**src/design/pyu_pkg.sv**
```systemverilog
`timescale 1ns / 1ps
// ----------------------------------------------------------------------------
// pyu_pkg
// Shared types, register codes and layout tables of the packed YUV unpacker.
// ----------------------------------------------------------------------------
package pyu_pkg;

    localparam int COMPONENT_BITS_DEFAULT = 8;
    localparam int CHAN_BITS              = 8;
    localparam int NUM_CHANNELS           = 4;
    localparam int QUEUE_DEPTH            = 4;
    localparam int QUEUE_PTR_BITS         = $clog2(QUEUE_DEPTH);
    localparam int QUEUE_CNT_BITS         = $clog2(QUEUE_DEPTH + 1);
    localparam int CFG_INDEX_BITS         = 2;
    localparam int CFG_DATA_BITS          = 3;

    // Configuration register indexes.
    localparam logic [CFG_INDEX_BITS-1:0] CFG_FORMAT_MODE = 2'd0;
    localparam logic [CFG_INDEX_BITS-1:0] CFG_PLAIN_COUNT = 2'd1;

    localparam logic [2:0] PLAIN_COUNT_RESET = 3'd3;

    typedef enum logic [2:0] {
        FMT_PLAIN = 3'd0,
        FMT_GRAY  = 3'd1,
        FMT_AYUV  = 3'd2,
        FMT_YUV   = 3'd3,
        FMT_YUY2  = 3'd4,
        FMT_UYVY  = 3'd5,
        FMT_I422  = 3'd6,
        FMT_Y411  = 3'd7
    } t_format_mode;

    typedef logic [NUM_CHANNELS-1:0][CHAN_BITS-1:0] t_channels;

    typedef struct packed {
        t_channels chans;
        logic      last;
    } t_pixel;

    typedef struct packed {
        t_channels next_chans;
        logic [2:0] next_phase;
        logic [1:0] num_results;
        t_pixel     pix0;
        t_pixel     pix1;
    } t_decode;

    // Channel that receives the byte at a given phase of a group.
    function automatic logic [1:0] slot_of(input t_format_mode mode,
                                           input logic [2:0] phase);
        logic [1:0] s;
        s = 2'd0;
        case (mode)
            FMT_PLAIN: s = phase[1:0];
            FMT_AYUV: begin
                case (phase[1:0])
                    2'd0:    s = 2'd2;
                    2'd1:    s = 2'd1;
                    2'd2:    s = 2'd0;
                    default: s = 2'd3;
                endcase
            end
            FMT_YUV: begin
                case (phase[1:0])
                    2'd0:    s = 2'd2;
                    2'd1:    s = 2'd1;
                    default: s = 2'd0;
                endcase
            end
            FMT_YUY2: begin
                case (phase[1:0])
                    2'd0:    s = 2'd0;
                    2'd1:    s = 2'd1;
                    2'd2:    s = 2'd3;
                    default: s = 2'd2;
                endcase
            end
            FMT_UYVY: begin
                case (phase[1:0])
                    2'd0:    s = 2'd1;
                    2'd1:    s = 2'd0;
                    2'd2:    s = 2'd2;
                    default: s = 2'd0;
                endcase
            end
            FMT_I422: begin
                case (phase[1:0])
                    2'd0:    s = 2'd0;
                    2'd1:    s = 2'd3;
                    2'd2:    s = 2'd1;
                    default: s = 2'd2;
                endcase
            end
            FMT_Y411: begin
                case (phase)
                    3'd0:    s = 2'd1;
                    3'd2:    s = 2'd3;
                    3'd3:    s = 2'd2;
                    default: s = 2'd0;
                endcase
            end
            default: s = 2'd0;
        endcase
        return s;
    endfunction

endpackage

```
**src/design/pyu_decode.sv**
```systemverilog
`timescale 1ns / 1ps
// ----------------------------------------------------------------------------
// pyu_decode
// Places one component into the channel set and forms the finished pixels.
// ----------------------------------------------------------------------------
module pyu_decode (
    input  pyu_pkg::t_format_mode i_mode,
    input  logic [2:0]            i_plain_count,
    input  logic [2:0]            i_phase,
    input  pyu_pkg::t_channels    i_chans,
    input  logic [7:0]            i_byte,
    output pyu_pkg::t_decode      o_dec
);

    logic [2:0]         w_len;
    logic [2:0]         w_p;
    logic [2:0]         w_p_inc;
    logic [1:0]         w_slot;
    logic               w_emit;
    logic               w_double;
    pyu_pkg::t_channels w_chans;
    pyu_pkg::t_channels w_chans2;

    always_comb begin
        case (i_mode)
            pyu_pkg::FMT_PLAIN: begin
                if (i_plain_count == 3'd0) begin
                    w_len = 3'd1;
                end else if (i_plain_count > 3'd4) begin
                    w_len = 3'd4;
                end else begin
                    w_len = i_plain_count;
                end
            end
            pyu_pkg::FMT_GRAY: w_len = 3'd1;
            pyu_pkg::FMT_YUV:  w_len = 3'd3;
            pyu_pkg::FMT_Y411: w_len = 3'd6;
            default:           w_len = 3'd4;
        endcase

        // A phase outside the group restarts it.
        w_p     = (i_phase >= w_len) ? 3'd0 : i_phase;
        w_p_inc = w_p + 3'd1;
        w_slot  = pyu_pkg::slot_of(i_mode, w_p);

        w_chans = i_chans;
        if (i_mode == pyu_pkg::FMT_GRAY) begin
            w_chans[0] = i_byte;
            w_chans[1] = i_byte;
            w_chans[2] = i_byte;
        end else begin
            w_chans[w_slot] = i_byte;
        end

        case (i_mode)
            pyu_pkg::FMT_PLAIN: w_emit = (w_p_inc == w_len);
            pyu_pkg::FMT_GRAY:  w_emit = 1'b1;
            pyu_pkg::FMT_AYUV:  w_emit = (w_p == 3'd3);
            pyu_pkg::FMT_YUV:   w_emit = (w_p == 3'd2);
            pyu_pkg::FMT_UYVY:  w_emit = (w_p >= 3'd2);
            pyu_pkg::FMT_Y411:  w_emit = (w_p >= 3'd3);
            default:            w_emit = (w_p == 3'd3);
        endcase

        // The YUY2, I422 and Y411 layouts finish two pixels on the chroma byte; the
        // second one takes the scratch luma from channel 3.
        w_double = (w_p == 3'd3) && ((i_mode == pyu_pkg::FMT_YUY2) ||
                   (i_mode == pyu_pkg::FMT_I422) || (i_mode == pyu_pkg::FMT_Y411));

        w_chans2    = w_chans;
        w_chans2[0] = w_chans[3];

        o_dec.next_chans  = w_double ? w_chans2 : w_chans;
        o_dec.next_phase  = (w_p_inc >= w_len) ? 3'd0 : w_p_inc;
        o_dec.num_results = w_double ? 2'd2 : {1'b0, w_emit};
        o_dec.pix0.chans  = w_chans;
        o_dec.pix0.last   = !w_double;
        o_dec.pix1.chans  = w_chans2;
        o_dec.pix1.last   = 1'b1;
    end

endmodule

```
**src/design/pyu_out_queue.sv**
```systemverilog
`timescale 1ns / 1ps
// ----------------------------------------------------------------------------
// pyu_out_queue
// Small result queue taking up to two pixels per cycle and giving one when not stalled.
// ----------------------------------------------------------------------------
module pyu_out_queue (
    input  logic             i_clk,
    input  logic             i_rst_n,
    input  logic [1:0]       i_push_count,
    input  pyu_pkg::t_pixel  i_pix0,
    input  pyu_pkg::t_pixel  i_pix1,
    output logic             o_has_room,
    output logic             o_valid,
    input  logic             i_stall,
    output pyu_pkg::t_pixel  o_pix
);

    localparam int PB = pyu_pkg::QUEUE_PTR_BITS;
    localparam int CB = pyu_pkg::QUEUE_CNT_BITS;

    pyu_pkg::t_pixel r_mem [pyu_pkg::QUEUE_DEPTH];
    logic [PB-1:0]   r_wr_ptr;
    logic [PB-1:0]   n_wr_ptr;
    logic [PB-1:0]   r_rd_ptr;
    logic [PB-1:0]   n_rd_ptr;
    logic [CB-1:0]   r_count;
    logic [CB-1:0]   n_count;
    logic [PB-1:0]   w_wr_ptr1;
    logic            w_pop;

    assign w_pop      = o_valid && !i_stall;
    assign w_wr_ptr1  = r_wr_ptr + PB'(1);
    assign o_valid    = (r_count != '0);
    assign o_has_room = (r_count <= CB'(pyu_pkg::QUEUE_DEPTH - 2));
    assign o_pix      = r_mem[r_rd_ptr];

    always_comb begin
        n_wr_ptr = r_wr_ptr + PB'(i_push_count);
        n_rd_ptr = r_rd_ptr + PB'(w_pop);
        n_count  = r_count + CB'(i_push_count) - CB'(w_pop);
    end

    always_ff @(posedge i_clk) begin
        if (i_push_count != 2'd0) begin
            r_mem[r_wr_ptr] <= i_pix0;
        end
        if (i_push_count == 2'd2) begin
            r_mem[w_wr_ptr1] <= i_pix1;
        end
    end

    always_ff @(posedge i_clk) begin
        if (!i_rst_n) begin
            r_wr_ptr <= '0;
            r_rd_ptr <= '0;
            r_count  <= '0;
        end else begin
            r_wr_ptr <= n_wr_ptr;
            r_rd_ptr <= n_rd_ptr;
            r_count  <= n_count;
        end
    end

endmodule

```
**src/design/packed_yuv_pixel_unpacker_unit.sv**
```systemverilog
`timescale 1ns / 1ps
// ----------------------------------------------------------------------------
// packed_yuv_pixel_unpacker_unit
// Assembles four-channel pixels from a stream of packed component bytes.
// ----------------------------------------------------------------------------
// The unit takes one component per request on the input channel and builds
// pixels in the layout chosen by the format_mode register: plain, gray copy,
// AYUV, YUV, YUY2, UYVY, interleaved 4:2:2 or 4:1:1. A request is taken in
// every cycle as long as the four-entry result queue has room for two
// pixels, so a steady stream runs at one byte per clock. Each byte is decoded
// in the cycle it is taken and its pixels enter the queue at that edge; the
// first pixel can leave next cycle. An unstalled queue drains one pixel per
// clock. The chroma byte of YUY2, interleaved 4:2:2 and 4:1:1 groups finishes
// two pixels at once, and the queue absorbs the extra one; averaged over a
// group the output still keeps pace with the input, so the input is stalled
// only when the receiver holds off and the queue fills past two pixels. The
// last_of_run bit marks the final pixel caused by one byte. Configuration
// writes are accepted at any time (ready is always high), should be made
// while the unit is idle, and clear the position within the current group.
// Channels a layout does not write keep their earlier values.
// ----------------------------------------------------------------------------
module packed_yuv_pixel_unpacker_unit #(
    parameter int COMPONENT_BITS = pyu_pkg::COMPONENT_BITS_DEFAULT
) (
    input  logic                               i_clk,
    input  logic                               i_rst_n,
    // Component input channel.
    input  logic                               i_in_valid,
    output logic                               o_in_stall,
    input  logic [COMPONENT_BITS-1:0]          i_component_byte,
    // Pixel output channel.
    output logic                               o_out_valid,
    input  logic                               i_out_stall,
    output logic [7:0]                         o_channel_0,
    output logic [7:0]                         o_channel_1,
    output logic [7:0]                         o_channel_2,
    output logic [7:0]                         o_channel_3,
    output logic                               o_last_of_run,
    // Configuration write channel.
    input  logic                               i_cfg_valid,
    output logic                               o_cfg_ready,
    input  logic [pyu_pkg::CFG_INDEX_BITS-1:0] i_cfg_index,
    input  logic [pyu_pkg::CFG_DATA_BITS-1:0]  i_cfg_data
);

    pyu_pkg::t_format_mode r_mode;
    logic [2:0]            r_plain_count;
    logic [2:0]            r_phase;
    logic [2:0]            n_phase;
    pyu_pkg::t_channels    r_chans;
    pyu_pkg::t_channels    n_chans;
    pyu_pkg::t_decode      w_dec;
    pyu_pkg::t_pixel       w_head;
    logic                  w_room;
    logic                  w_accept;
    logic                  w_cfg_write;
    logic                  w_cfg_hit;
    logic [1:0]            w_push_count;

    assign o_cfg_ready = 1'b1;
    assign w_cfg_write = i_cfg_valid && o_cfg_ready;
    // A write beyond the register list is dropped and leaves the phase alone.
    assign w_cfg_hit   = w_cfg_write && ((i_cfg_index == pyu_pkg::CFG_FORMAT_MODE) ||
                                         (i_cfg_index == pyu_pkg::CFG_PLAIN_COUNT));

    assign o_in_stall   = !w_room;
    assign w_accept     = i_in_valid && w_room;
    assign w_push_count = w_accept ? w_dec.num_results : 2'd0;

    // Components wider than the channel registers keep their low byte.
    pyu_decode u_decode (
        .i_mode        (r_mode),
        .i_plain_count (r_plain_count),
        .i_phase       (r_phase),
        .i_chans       (r_chans),
        .i_byte        (i_component_byte[7:0]),
        .o_dec         (w_dec)
    );

    pyu_out_queue u_out_queue (
        .i_clk        (i_clk),
        .i_rst_n      (i_rst_n),
        .i_push_count (w_push_count),
        .i_pix0       (w_dec.pix0),
        .i_pix1       (w_dec.pix1),
        .o_has_room   (w_room),
        .o_valid      (o_out_valid),
        .i_stall      (i_out_stall),
        .o_pix        (w_head)
    );

    always_comb begin
        n_chans = w_accept ? w_dec.next_chans : r_chans;
        if (w_cfg_hit) begin
            n_phase = 3'd0;
        end else if (w_accept) begin
            n_phase = w_dec.next_phase;
        end else begin
            n_phase = r_phase;
        end
    end

    always_ff @(posedge i_clk) begin
        if (!i_rst_n) begin
            r_mode        <= pyu_pkg::FMT_PLAIN;
            r_plain_count <= pyu_pkg::PLAIN_COUNT_RESET;
            r_phase       <= 3'd0;
            r_chans       <= '0;
        end else begin
            r_phase <= n_phase;
            r_chans <= n_chans;
            if (w_cfg_write) begin
                case (i_cfg_index)
                    pyu_pkg::CFG_FORMAT_MODE: begin
                        r_mode <= pyu_pkg::t_format_mode'(i_cfg_data);
                    end
                    pyu_pkg::CFG_PLAIN_COUNT: begin
                        r_plain_count <= i_cfg_data;
                    end
                    default: begin
                    end
                endcase
            end
        end
    end

    assign o_channel_0   = w_head.chans[0];
    assign o_channel_1   = w_head.chans[1];
    assign o_channel_2   = w_head.chans[2];
    assign o_channel_3   = w_head.chans[3];
    assign o_last_of_run = w_head.last;

endmodule
```
**config.mk**
```make
export PLATFORM = sky130hd
export DESIGN_NAME = packed_yuv_pixel_unpacker_unit
export DESIGN_NICKNAME = d
export VERILOG_FILES = /design/src/design/pyu_pkg.sv /design/src/design/pyu_decode.sv /design/src/design/pyu_out_queue.sv /design/src/design/packed_yuv_pixel_unpacker_unit.sv
export SDC_FILE = /design/constraint.sdc
export NUM_CORES = 1
export LEC_CHECK = 0
export ABC_CLOCK_PERIOD_IN_PS = 6900
export BUFFER_PORTS_ARGS = -buffer_cell sky130_fd_sc_hd__buf_2
export CAP_MARGIN = 20
export CORE_MARGIN = 5
export CORE_UTILIZATION = 56
export DETAILED_ROUTE_END_ITERATION = 7
export PLACE_DENSITY = 0.72
export SLEW_MARGIN = 20
export SYNTH_ARGS = -nofsm -noshare
export SYNTH_HDL_FRONTEND = slang
export SYNTH_HIERARCHICAL = 1
export SYNTH_SLANG_ARGS = --single-unit
```
**constraint.sdc**
```tcl
create_clock -name i_clk -period 6.9 [get_ports i_clk]
set_input_delay 1.38 -clock i_clk [delete_from_list [all_inputs] [get_ports i_clk]]
set_output_delay 1.38 -clock i_clk [all_outputs]
set_load 0.005 [all_outputs]
```
* Word-level counts from Yosys, hierarchy flattened
Memories as Yosys holds them, arrays and structs flattened. A register that Yosys moved wholly into a read port is not among the register bits.
Index checks and enable logic that the tools add are counted.
Widths: inputs -> output; s select.
** Word-level totals
- Register bits :: 48
- Memory bits (writable) :: 132
- Memories kept :: 1
- Bits in read-only memories :: 0
- Bits in latches :: 0
- Word-level logic and storage cells :: 87
- Output and inout port bits :: 36
** Memories
- u_out_queue.r_mem :: words 4, width 33, rd ports 1, clocked after Yosys merged registers in 1, write ports 2, line pyu_out_queue.sv:21 : pyu_pkg::t_pixel r_mem [pyu_pkg::QUEUE_DEPTH];
** Operators by class
- Magnitude comparators :: 8
- $mul :: 0
- Shift-type cells :: 0
- Muxes and demuxes :: 26
- Add/sub/neg operators :: 6
- Equality and inequality tests :: 14
- Reductions and logical operators :: 21
- Bitwise operators :: 1
- Div/mod/pow operators :: 0
** Operator list (number)
- $bwmux 32 :: 1
- $mux 24 :: 1
- $mux 8 :: 3
- $pmux 2 s3 :: 4
- $demux 8 s2 :: 1
- $pmux 2 s7 :: 1
- $eq 3x2->1 const B :: 4
- $eq 3x3->1 const B :: 4
- $mux 3 :: 4
- $pmux 3 s4 :: 1
- $logic_not 3->1 :: 3
- $pmux 2 s2 :: 2
- $ge 3x2->1 const B :: 2
- $ge 3x3->1 :: 2
- $mux 2 :: 3
- $logic_and 1x1->1 :: 5
- $pmux 1 s5 :: 1
- $eq 2x1->1 const B :: 2
- $eq 2x2->1 const B :: 2
- $logic_not 2->1 :: 2
- $mux 1 :: 4
- $reduce_and 2->1 :: 2
- $add 3x1->3 const B :: 1
- $add 3x2->3 :: 1
- other kinds (16) :: 20

* Depth between registers and ports, before layout
Gate-level depths: netlist of the first run.
- Depth after elaboration :: 16
- Gate-level depth with buffers :: 23

* Modules after synthesis
The synthesis of the first run kept the hierarchy.
** Modules (own cells, without submodules)
- pyu_out_queue :: seq. area each 4103.9 µm², instances 1, cells an instance 368, area each 6782.8 µm²
- packed_yuv_pixel_unpacker_unit :: seq. area each 820.8 µm², instances 1, cells an instance 192, area each 1841.8 µm²
- pyu_decode :: seq. area each 0.0 µm², instances 1, cells an instance 218, area each 1686.6 µm²

* Worst setup path before layout of the first run
No wires, ideal clock.
- Kind :: reg-to-reg
- Start point :: reg r_mode[2]
- End point :: mem u_out_queue/r_mem[3][0] (netlist name) (enable)
- Arrival :: 5.410 ns
- Clock period less this slack :: 5.837 ns
- Path slack :: 1.063 ns
- Path buffers :: 2
- Stages on the path, launching flop included :: 20
- Path through :: dfxtp_1 -> clkbuf_1 -> buf_1 -> nor2_1 -> ha_1 -> a21o_1 -> a31oi_1 -> nand2_1 -> inv_1 -> ha_1 -> inv_1 -> ha_1 -> ha_1 -> and3_1 -> o41ai_1 -> a31oi_1 -> and3_1 -> and2b_1 -> a21oi_1 -> nor2b_1
** RTL lines
- from (decl) :: line packed_yuv_pixel_unpacker_unit.sv:46 : pyu_pkg::t_format_mode r_mode;
- from (signal assigned) :: line packed_yuv_pixel_unpacker_unit.sv:105 : r_mode <= pyu_pkg::FMT_PLAIN;
- from (signal assigned) :: line packed_yuv_pixel_unpacker_unit.sv:115 : r_mode <= pyu_pkg::t_format_mode'(i_cfg_data);
- to (decl) :: line pyu_out_queue.sv:21

==> flow_summary.toml, run 1 <==
[floorplanning]
chip_width_um = 146
die_h_um = 146
core_um2 = 18000
row_count = 49
top_level_ports = 54
floorplan.die_area_um2 = 21200
initial_core_util = 0.572

[yosys]
netlist_instances = 778
synth-async-reset-ratio = 0
number_of_flops_mapped_to_enable_cells_by_yosys = 132
warnings_from_yosys = 6
part_of_the_yosys_area_used_for_sequential_elements = 0.478
synth_area_leaders = "sky130_fd_sc_hd__edfxtp_1 38%, sky130_fd_sc_hd__mux2_2 12%, sky130_fd_sc_hd__dfxtp_1 9.3%"
post_syn_area_um2 = 10300
netlist.area_leader.share = 0.384
postSynth.topFlopCell = "sky130_fd_sc_hd__edfxtp_1"
synth.distinct_cells = 59
post_synth.cell_area_avg_um2 = 13.3
post-synth-top-area-cell = "sky130_fd_sc_hd__edfxtp_1"
postSynthNetCount = 813
yosys_register_bits = 180

[timing]
setup_viol = 0
setup_tns_ps = 0
report.final.hold_viol_count = 0
tightest_slew_ps = 1070
slew_viol_final = 0
post-route-min-period_ps = 6000
timing.max_slew.rel_slack = 0.282
rsz0062_at_grt = "no"
min_period_over_period = 0.870
maxClockFrequency_mhz = 167
skew_ps = 8.79
final.setup.worst_slack_ps = 900

[finish]
multiInputGateArea_um2 = 4550
final_layout_size_suffix_gt1_frac = 0.361
most-common-layout-cells = "132 x sky130_fd_sc_hd__edfxtp_1, 113 x sky130_fd_sc_hd__mux2_2, 52 x sky130_fd_sc_hd__buf_2"
area_growth_pct = 5.24
fillerInstances = 1403
most_common_library_cell_in_the_layout_ignoring_fill_and_taps = "sky130_fd_sc_hd__edfxtp_1"
fin_nets = 793
sequential_cell_area_in_the_final_layout_um2 = 4930

[clock_tree]
tritoncts = "built"
cts-htree-levels = 4
cts.root.buffer_cell = "sky130_fd_sc_hd__clkbuf_16"
clk_latency_ps = 430
cts.repair.resized = 0
clk_pin_slew_ps = 70
cts_buffers = 17
cts.sinks = 180
clock_path_buffers = 2
postCtsHoldBufs = 0
cts_post_setup_buffers_inserted = 0

[route]
drt-met1-wl_um = 9570
dr_total_vias = 6054
antenna_violating_nets_post_route = 0
drt-initial-drc-count = 484
avgViaCountPerCell = 6.05
met2RoutedLength_um = 11100
top_signal_layer_used = "met4"
dr_wl_met3_um = 1010
drt-pass1-iter-count = 5
route.detailed.wl_per_inst_um = 22.1
totalWireLength_um = 22100
drt_drc_violations_left = 0

[place]
gpl.final_weighted_congestion = 0.867
place.port_buffers = 52
hpwlAfterDp_um = 14400
preCtsSetupSlack_ps = 1030

[worst_setup_path]
critPathArrivalTime_ps = 6180
critical_path.reg2reg.endpoint = "u_out_queue/r_mem[0][24]"
cp_max_fo = 21
setup.worst_path.class = "flip-flop to flip-flop"
timing.critical_path.to = "u_out_queue/r_mem[0][24]"
setup.worst_path.end_class = "flip-flop"
r2r-start = "r_mode[2]"
critical_path.startpoint = "r_mode[2]"
reg2reg_depth = 18
setup.worst_path.start_class = "flip-flop"
timing.reg2reg.setup_slack_ps = 900
crit_required_ps = 7080

[worst_hold_path]
worst_hold_path_type = "flip-flop to flip-flop"

[global_route]
grt_start_max_net_pins = 52
antenna_found_initial = 0
grt.overflow.total = 0
grt_util_all_layers = 0.208
first_global_vias = 6236
grt_first_pass_wirelength_um = 34900

[power_and_ir_drop]
power-per-cell-area_nw_per_um2 = 273
leakagePower_nw = 3.98
power.ir.vdd_worst_mv = 0.207

[outcome]
outcome = "finished, final reports clean"

[flow_run]
cap_viol_max_count = 0
==> state kept, by name (all words and copies together), names as in the netlist <==
register,count
r_chans,32
r_phase,3
u_out_queue/r_mem,132
u_out_queue/r_rd_ptr,2
u_out_queue/r_wr_ptr,2
r_plain_count,3
u_out_queue/r_count,3
r_mode,3
==> synth_stat cells (all sizes together), types with 4 or more instances <==
| master | n |
|---|---|
| a21bo | 35 |
| a21oi | 40 |
| a221oi | 10 |
| and2 | 8 |
| and3 | 5 |
| buf | 100 |
| clkbuf | 7 |
| dfxtp | 48 |
| edfxtp | 132 |
| ha | 16 |
| inv | 30 |
| mux2 | 157 |
| mux2i | 4 |
| mux4 | 33 |
| nand2 | 21 |
| nand2b | 9 |
| nand3 | 40 |
| nand4b | 4 |
| nor2 | 10 |
| nor2b | 7 |
| nor3 | 11 |
| o21ai | 14 |
==> area by class of cell <==
class,count,area share
Inverter,31,0.0108
Sequential cell,180,0.454
Clock inverter,12,0.0120
Multi-Input combinational cell,460,0.419
Tap cell,229,0.0264
Antenna cell,1,0.000231
Clock buffer,20,0.0412
Timing Repair Buffer,68,0.0362
==> cell families (layout without fill, tap and decap cells) <==
kind of cell / Yosys count / in the layout / synth area share
adders and majority gates: 17 / 17 / 0.0214
other: 2 / 3 / 0.000728
DFF: 180 / 180 / 0.478
buffers and inverters: 138 / 131 / 0.0847
AOI/OAI and AO/OA: 123 / 123 / 0.0982
and+or+nand+nor: 120 / 120 / 0.0633
xor gates and xnor gates: 4 / 4 / 0.00340
muxes: 194 / 194 / 0.251
==> layer usage <==
| layer | up-vias | GRT usage |
|---|---|---|
| met1 | 3039 | 0.280 |
| li1 | 2840 | - |
| met5 | - | 0 |
| met3 | 32 | 0.0333 |
| met2 | 143 | 0.348 |
| met4 | 0 | 0.0662 |
==> report_power, final <==
| group | leakage, nW | internal [mW] | total, mW | switching [mW] |
|---|---|---|---|---|
| registers | 1.65 | 1.25 | 1.31 | 0.0619 |
| logic | 2.06 | 0.332 | 0.706 | 0.374 |
| clock network | 0.270 | 0.542 | 0.947 | 0.405 |
| total | 3.98 | 2.12 | 2.96 | 0.840 |
==> worst min path at each step <==
stage               slack (ps)        startpoint  cells after the start                to
floorplan                  430  r_plain_count[2]                      2  r_plain_count[2]
finish                     470  r_plain_count[2]                      2  r_plain_count[2]
detailed placement         460  r_plain_count[2]                      2  r_plain_count[2]
global placement           460  r_plain_count[2]                      2  r_plain_count[2]
CTS                        470  r_plain_count[2]                      2  r_plain_count[2]
global route               500  r_plain_count[2]                      2  r_plain_count[2]
==> critical path, stage by stage (launching register included) <==
cell	delay, ps
sky130_fd_sc_hd__dfxtp_1	730
sky130_fd_sc_hd__nor2_1	270
sky130_fd_sc_hd__a31oi_1	350
sky130_fd_sc_hd__ha_1	310
sky130_fd_sc_hd__a31oi_1	460
sky130_fd_sc_hd__nand2_1	240
sky130_fd_sc_hd__inv_1	130
sky130_fd_sc_hd__ha_1	170
sky130_fd_sc_hd__inv_1	60
sky130_fd_sc_hd__ha_1	300
sky130_fd_sc_hd__ha_1	310
sky130_fd_sc_hd__and3_1	190
sky130_fd_sc_hd__o41ai_1	240
sky130_fd_sc_hd__a31oi_1	130
sky130_fd_sc_hd__and3_1	300
sky130_fd_sc_hd__and2b_1	290
sky130_fd_sc_hd__nand3_2	460
sky130_fd_sc_hd__buf_4	450
sky130_fd_sc_hd__mux2_1	360
==> stage by stage <==
step | util | instance area (um^2) | total power [mW] | hold slack, ps | instances
6_report | 0.602 | 10900 | 2.96 | 467 | 1001
5_1_grt | 0.602 | 10800 | 3.10 | 496 | 1000
4_1_cts | 0.602 | 10800 | 2.98 | 474 | 1000
3_5_place_dp | 0.570 | 10300 | 2.04 | 463 | 968
3_3_place_gp | 0.570 | 10300 | 2.01 | 462 | 968
2_1_floorplan | - | 10300 | 1.88 | 435 | 778
No activity file was read; power rests on OpenSTA's default activity.
==> run 2, diff against run 1 <==
--- a/config.mk
+++ b/config.mk
@@ -5,6 +5,7 @@
 export SDC_FILE = /design/constraint.sdc
 export NUM_CORES = 1
 export LEC_CHECK = 0
+export ABC_AREA = 1
 export ABC_CLOCK_PERIOD_IN_PS = 6900
 export BUFFER_PORTS_ARGS = -buffer_cell sky130_fd_sc_hd__buf_2
 export CAP_MARGIN = 20
@@ -12,6 +13,7 @@
 export CORE_UTILIZATION = 56
 export DETAILED_ROUTE_END_ITERATION = 7
 export PLACE_DENSITY = 0.72
+export SKIP_CTS_REPAIR_TIMING = 1
 export SLEW_MARGIN = 20
 export SYNTH_ARGS = -nofsm -noshare
 export SYNTH_HDL_FRONTEND = slang
==> run 2 against run 1 <==
Effect of this change:
- non-clock buffer count fell by 4
- utilization fell by 1.1 points
- cell count is 42% higher
- final area decreased by 2.2%
- die area is 0.97% lower
- maximum frequency rose by 7.4%
- first-iteration DRC count grew 0.62%
==> flow_summary.toml, run 2 <==
[worst_setup_path]
timing.reg2reg.setup_slack_ps = 1320
critPathArrivalTime_ps = 5640
timing.critical_path.slowest_cell_delay_ps = 590
setup.worst_path.class = "flip-flop to flip-flop"
critical-path-top-delay-family = "simple AND/OR/NAND/NOR gates"
critPathMostFrequentCell = "sky130_fd_sc_hd__inv_1"
crit_required_ps = 6960
critical_path.startpoint = "r_mode[2]"
setup.worst_path.start_class = "flip-flop"
critical_path.reg2reg.endpoint = "u_out_queue/r_mem[0][31]"
setup.worst_path.end_class = "flip-flop"
cp.depth = 23
path_cells = "nor2_1 -> nand2_1 -> nor2_1 -> a21oi_1 -> ha_1 -> nand2_1 -> inv_1 -> nand2_1 -> nand3_1 -> inv_1 -> ha_1 -> ha_1 -> inv_1 -> nor3_4 -> clkinv_1 -> o21ai_0 -> inv_1 -> inv_1 -> nor2_1 -> nor2_8 -> nand3_2 -> o31ai_4 -> buf_4"
timing.critical_path.to = "u_out_queue/r_mem[0][31]"
cp_max_fo = 36
reg2reg_depth = 23
r2r-start = "r_mode[2]"
path_buf_inv = 7
worst_path_max_delay_cell = "sky130_fd_sc_hd__nand3_2"

[timing]
setup_tns_ps = 0
maxClockFrequency_mhz = 179
setup_viol = 0
min_period_over_period = 0.809
slew_viol_final = 0
tightest_slew_ps = 1090
report.final.hold_viol_count = 0
post-route-min-period_ps = 5580
final.setup.worst_slack_ps = 1320
skew_ps = 7.63
rsz0062_at_grt = "no"
timing.max_slew.rel_slack = 0.274
hold-worst-slack_ps = 462

[route]
route.detailed.wl_per_inst_um = 16.6
dr_total_vias = 7942
avgViaCountPerCell = 5.59
totalWireLength_um = 23600
drt-initial-drc-count = 487
antenna_violating_nets_post_route = 0
drt_drc_violations_left = 0
drt-pass1-iter-count = 5

[yosys]
postSynth.topFlopCell = "sky130_fd_sc_hd__edfxtp_1"
postSynthNetCount = 1257
warnings_from_yosys = 6
synth.distinct_cells = 38
post-synth-top-area-cell = "sky130_fd_sc_hd__edfxtp_1"
part_of_the_yosys_area_used_for_sequential_elements = 0.483
netlist.area_leader.share = 0.388
synth-async-reset-ratio = 0
post_synth.cell_area_avg_um2 = 8.35
synth_area_leaders = "sky130_fd_sc_hd__edfxtp_1 39%, sky130_fd_sc_hd__dfxtp_1 9.4%, sky130_fd_sc_hd__nand2_1 8.7%"
yosys_register_bits = 180
most_frequent_cells_after_synthesis = "236 x sky130_fd_sc_hd__nand2_1, 164 x sky130_fd_sc_hd__nor2_1, 133 x sky130_fd_sc_hd__o21ai_0"
post_syn_area_um2 = 10200
netlist_instances = 1222
synthMostInstantiatedCell = "sky130_fd_sc_hd__nand2_1"
number_of_flops_mapped_to_enable_cells_by_yosys = 132

[place]
place.port_buffers = 52
gpl.final_weighted_congestion = 0.852
number_of_placed_instances_with_taps_included = 1389
placed_area_um2 = 10000
preCtsSetupSlack_ps = 1330
hpwlAfterDp_um = 15200

[floorplanning]
die_h_um = 145
initial_core_util = 0.568
row_count = 49
chip_width_um = 145
core_um2 = 18000
top_level_ports = 54
floorplan.die_area_um2 = 21000

[outcome]
outcome = "finished, final reports clean"

[global_route]
antenna_found_initial = 0
grt.overflow.total = 0
grt_first_pass_wirelength_um = 38100
grt_util_all_layers = 0.221
grt_start_max_net_pins = 70
first_global_vias = 7449

[finish]
most-common-layout-cells = "236 x sky130_fd_sc_hd__nand2_1, 164 x sky130_fd_sc_hd__nor2_1, 133 x sky130_fd_sc_hd__o21ai_0"
fin_nets = 1214
most_flops_register = "u_out_queue/r_mem"
largest_registers = "u_out_queue/r_mem x132, r_chans x32"
final_layout_size_suffix_gt1_frac = 0.117
fillerInstances = 1591
finish.utilization = 0.591
final_non_filler_cell_total = 1421
antennaDiodeCount = 0
largest_register_ffs = 132
most_common_library_cell_in_the_layout_ignoring_fill_and_taps = "sky130_fd_sc_hd__nand2_1"
finish.instance_area_um2 = 10600
area_growth_pct = 3.97

[clock_tree]
clk_pin_slew_ps = 60
cts-htree-levels = 4
clk_latency_ps = 420
cts_buffers = 17
tritoncts = "built"
cts.sinks = 180
clock_path_buffers = 2
cts.root.buffer_cell = "sky130_fd_sc_hd__clkbuf_16"

[power_and_ir_drop]
power-per-cell-area_nw_per_um2 = 323
leakagePower_nw = 4.24
power.ir.vdd_worst_mv = 0.191
p_total_mw = 3.42

[worst_hold_path]
worst_hold_path_type = "flip-flop to flip-flop"

[flow_run]
cap_viol_max_count = 0
run 2: cell count changes after synthesis, sizes merged, moves of 19 or more:
cell	previous run	this run
o21ai	14	233
a21oi	40	11
a21bo	35	0
o22ai	0	33
mux2	157	0
nand2	21	242
nor2	10	167
inv	30	106
mux4	33	0
nand3	40	59
clkbuf	7	27
run 2: worst min-delay path by stage:
stage                                 from  depth (start not counted)                to
after floorplan           r_plain_count[1]                          2  r_plain_count[1]
after global placement    r_plain_count[1]                          2  r_plain_count[1]
after detailed placement  r_plain_count[1]                          2  r_plain_count[1]
after CTS                 r_plain_count[1]                          2  r_plain_count[1]
after global routing      r_plain_count[1]                          2  r_plain_count[1]
final                     r_plain_count[0]                          2  r_plain_count[0]
run 2: worst reg2reg max path, delay by kind of cell, from the launching register on:
family	cells	cell delay, ps
flops	1	540
buf+inv	7	1370
simple gates	10	2050
fa+ha+maj	3	620
compound gates	3	650
run 2: cell type report:
class	instances	area [um^2]	share of cell area
Sequential cell	180	4930	0.464
Multi-Input combinational cell	809	4020	0.378
Clock buffer	20	437	0.0412
Inverter	107	403	0.0380
Timing Repair Buffer	64	367	0.0346
Tap cell	229	287	0.0270
Clock inverter	12	176	0.0166
run 2: routing by layer:
layer,global-route usage,wire length (um),share of wire
met5,0,0,0
met4,0.0749,455,0.019
met3,0.0384,1640,0.069
met2,0.366,11400,0.48
met1,0.296,10100,0.43
run 2: kinds of logic (layout without fill, tap and decap cells):
family                   count (synthesis)  after routing  synth area share
XOR/XNOR                                 4              4           0.00343
adder cells (fa/ha/maj)                 17             17            0.0216
buffers and inverters                  233            203             0.129
other                                    2              2          0.000736
AO/OA/AOI/OAI                          283            283             0.151
flip-flops                             180            180             0.483
AND/OR/NAND/NOR                        503            503             0.212
run 2: power breakdown:
part / leakage, nW / switching (mW) / total [mW] / internal, mW
Clock: 0.295 / 0.408 / 1.02 / 0.608
Sequential: 1.59 / 0.0426 / 1.35 / 1.31
Combinational: 2.36 / 0.708 / 1.06 / 0.352
Total: 4.24 / 1.16 / 3.42 / 2.27
==> run 3, diff against run 2 <==
--- a/config.mk
+++ b/config.mk
@@ -6,13 +6,13 @@
 export NUM_CORES = 1
 export LEC_CHECK = 0
 export ABC_AREA = 1
-export ABC_CLOCK_PERIOD_IN_PS = 6900
+export ABC_CLOCK_PERIOD_IN_PS = 4900
 export BUFFER_PORTS_ARGS = -buffer_cell sky130_fd_sc_hd__buf_2
 export CAP_MARGIN = 20
 export CORE_MARGIN = 5
 export CORE_UTILIZATION = 56
 export DETAILED_ROUTE_END_ITERATION = 7
-export PLACE_DENSITY = 0.72
+export PLACE_DENSITY = 0.75
 export SKIP_CTS_REPAIR_TIMING = 1
 export SLEW_MARGIN = 20
 export SYNTH_ARGS = -nofsm -noshare
==> constraint.sdc (replaced) <==
create_clock -name i_clk -period 4.9 [get_ports i_clk]
set_input_delay 0.98 -clock i_clk [delete_from_list [all_inputs] [get_ports i_clk]]
set_output_delay 0.98 -clock i_clk [all_outputs]
set_load 0.005 [all_outputs]
==> run 3 against run 2 <==
Effect of this change:
- critical path depth increased by 3
- routed wire length is 2.9% lower
- non-clock buffer count increased by 13
- power increased by 36%
- maximum frequency grew 26%
- via count fell by 0.37%
- sequential share of layout area is 0.74 points lower
- critical path type unchanged
==> flow_summary.toml, run 3 (synthesis gave the netlist of run 2 again) <==
[outcome]
outcome = "finished, final reports clean"

[worst_setup_path]
setup.worst_path.class = "flip-flop to flip-flop"
critPathMostFrequentCell = "sky130_fd_sc_hd__inv_1"
critPathArrivalTime_ps = 4580
worst_path_max_delay_cell = "sky130_fd_sc_hd__dfxtp_2"
timing.critical_path.slowest_cell_delay_ps = 440
cp_max_fo = 17
crit_required_ps = 5030
setup.worst_path.start_class = "flip-flop"
setup.worst_path.end_class = "flip-flop"

[finish]
area_growth_pct = 5.74
fillerInstances = 1517
largest_registers = "u_out_queue/r_mem x132, r_chans x32"
most_common_library_cell_in_the_layout_ignoring_fill_and_taps = "sky130_fd_sc_hd__nand2_1"
fin_nets = 1227
final_layout_size_suffix_gt1_frac = 0.129
most_flops_register = "u_out_queue/r_mem"
antennaDiodeCount = 0
most-common-layout-cells = "236 x sky130_fd_sc_hd__nand2_1, 161 x sky130_fd_sc_hd__nor2_1, 132 x sky130_fd_sc_hd__o21ai_0, 132 x sky130_fd_sc_hd__edfxtp_1, 98 x sky130_fd_sc_hd__inv_1"
finish.utilization = 0.601
largest_register_ffs = 132

[place]
gpl.final_weighted_congestion = 0.865
place.port_buffers = 52
hpwlAfterDp_um = 15300
preCtsSetupSlack_ps = 85.7

[global_route]
first_global_vias = 7430
grt_util_all_layers = 0.217
grt_first_pass_wirelength_um = 37600
grt.overflow.total = 0
antenna_found_initial = 0
grt_start_max_net_pins = 69

[route]
avgViaCountPerCell = 5.52
drt-initial-drc-count = 743
drt-pass1-iter-count = 6
route.detailed.wl_per_inst_um = 16.0
antenna_violating_nets_post_route = 0
drt_drc_violations_left = 0
totalWireLength_um = 22900
dr_total_vias = 7913

[timing]
slew_viol_final = 0
tightest_slew_ps = 753
hold-worst-slack_ps = 469
timing.max_slew.rel_slack = 0.498
report.final.hold_viol_count = 0
rsz0062_at_grt = "no"
setup_viol = 0
post-route-min-period_ps = 4450
final.setup.worst_slack_ps = 451
maxClockFrequency_mhz = 225
min_period_over_period = 0.908
skew_ps = 14.1

[clock_tree]
clk_latency_ps = 430
clock_path_buffers = 2
cts_buffers = 17
cts.sinks = 180
cts-htree-levels = 4
tritoncts = "built"
cts.root.buffer_cell = "sky130_fd_sc_hd__clkbuf_16"
clk_pin_slew_ps = 70

[power_and_ir_drop]
power.ir.vdd_worst_mv = 0.259
power-per-cell-area_nw_per_um2 = 432
leakagePower_nw = 4.30

[worst_hold_path]
worst_hold_path_type = "flip-flop to flip-flop"

[floorplanning]
core_um2 = 18000
floorplan.die_area_um2 = 21000
initial_core_util = 0.568
chip_width_um = 145
top_level_ports = 54
die_h_um = 145
row_count = 49

[flow_run]
cap_viol_max_count = 0
-- run 3: power breakdown --
group	total [mW]	internal, mW	switching [mW]
sequential	1.90	1.84	0.0619
clock	1.26	0.693	0.564
combinational	1.50	0.516	0.986
total	4.66	3.05	1.61
-- run 3: worst max-delay path, delay by kind of cell (launching register included) --
kind | cells | cell delay (ps)
simple gates | 12 | 1420
fa+ha+maj | 4 | 1070
compound gates | 4 | 700
buf+inv | 6 | 490
flops | 1 | 440
-- run 3: path summary, 6_finish.rpt --
| kind | start | endpoint | slack, ps | cells after the start |
|---|---|---|---|---|
| hold reg to reg | r_plain_count[1] | r_plain_count[1] | 470 | 2 |
| setup reg to reg | r_mode[2] | u_out_queue/r_mem[0][10] | 450 | 26 |
| hold / removal | r_plain_count[1] | r_plain_count[1] | 470 | 2 |
| setup / recovery | r_mode[2] | u_out_queue/r_mem[0][10] | 450 | 26 |
-- run 3: metrics by stage --
step	instances	setup TNS, ps	cell area, um^2	total power [mW]
finish	1433	0	10800	4.66
global route	1433	0	10800	4.98
CTS	1432	0	10700	4.67
detailed placement	1401	0	10200	3.42
global placement	1401	0	10200	3.37
floorplan	1222	-74230	10200	3.15
-- run 3: final cells by class --
type | count | area (um^2) | area share
Clock buffer | 18 | 429 | 0.0398
Clock inverter | 13 | 109 | 0.0101
Inverter | 107 | 402 | 0.0372
Multi-Input combinational cell | 809 | 4050 | 0.375
Sequential cell | 180 | 4930 | 0.457
Tap cell | 229 | 287 | 0.0266
Timing Repair Buffer | 77 | 589 | 0.0546
-- run 3: routing by layer --
layer	share of wire	routed length, um	vias to the layer above	GRT usage
met5	0	0	-	0
met4	0.014	316	0	0.0598
met3	0.075	1720	25	0.0440
met2	0.50	11300	238	0.369
met1	0.42	9520	3677	0.284
li1	-	-	3973	-
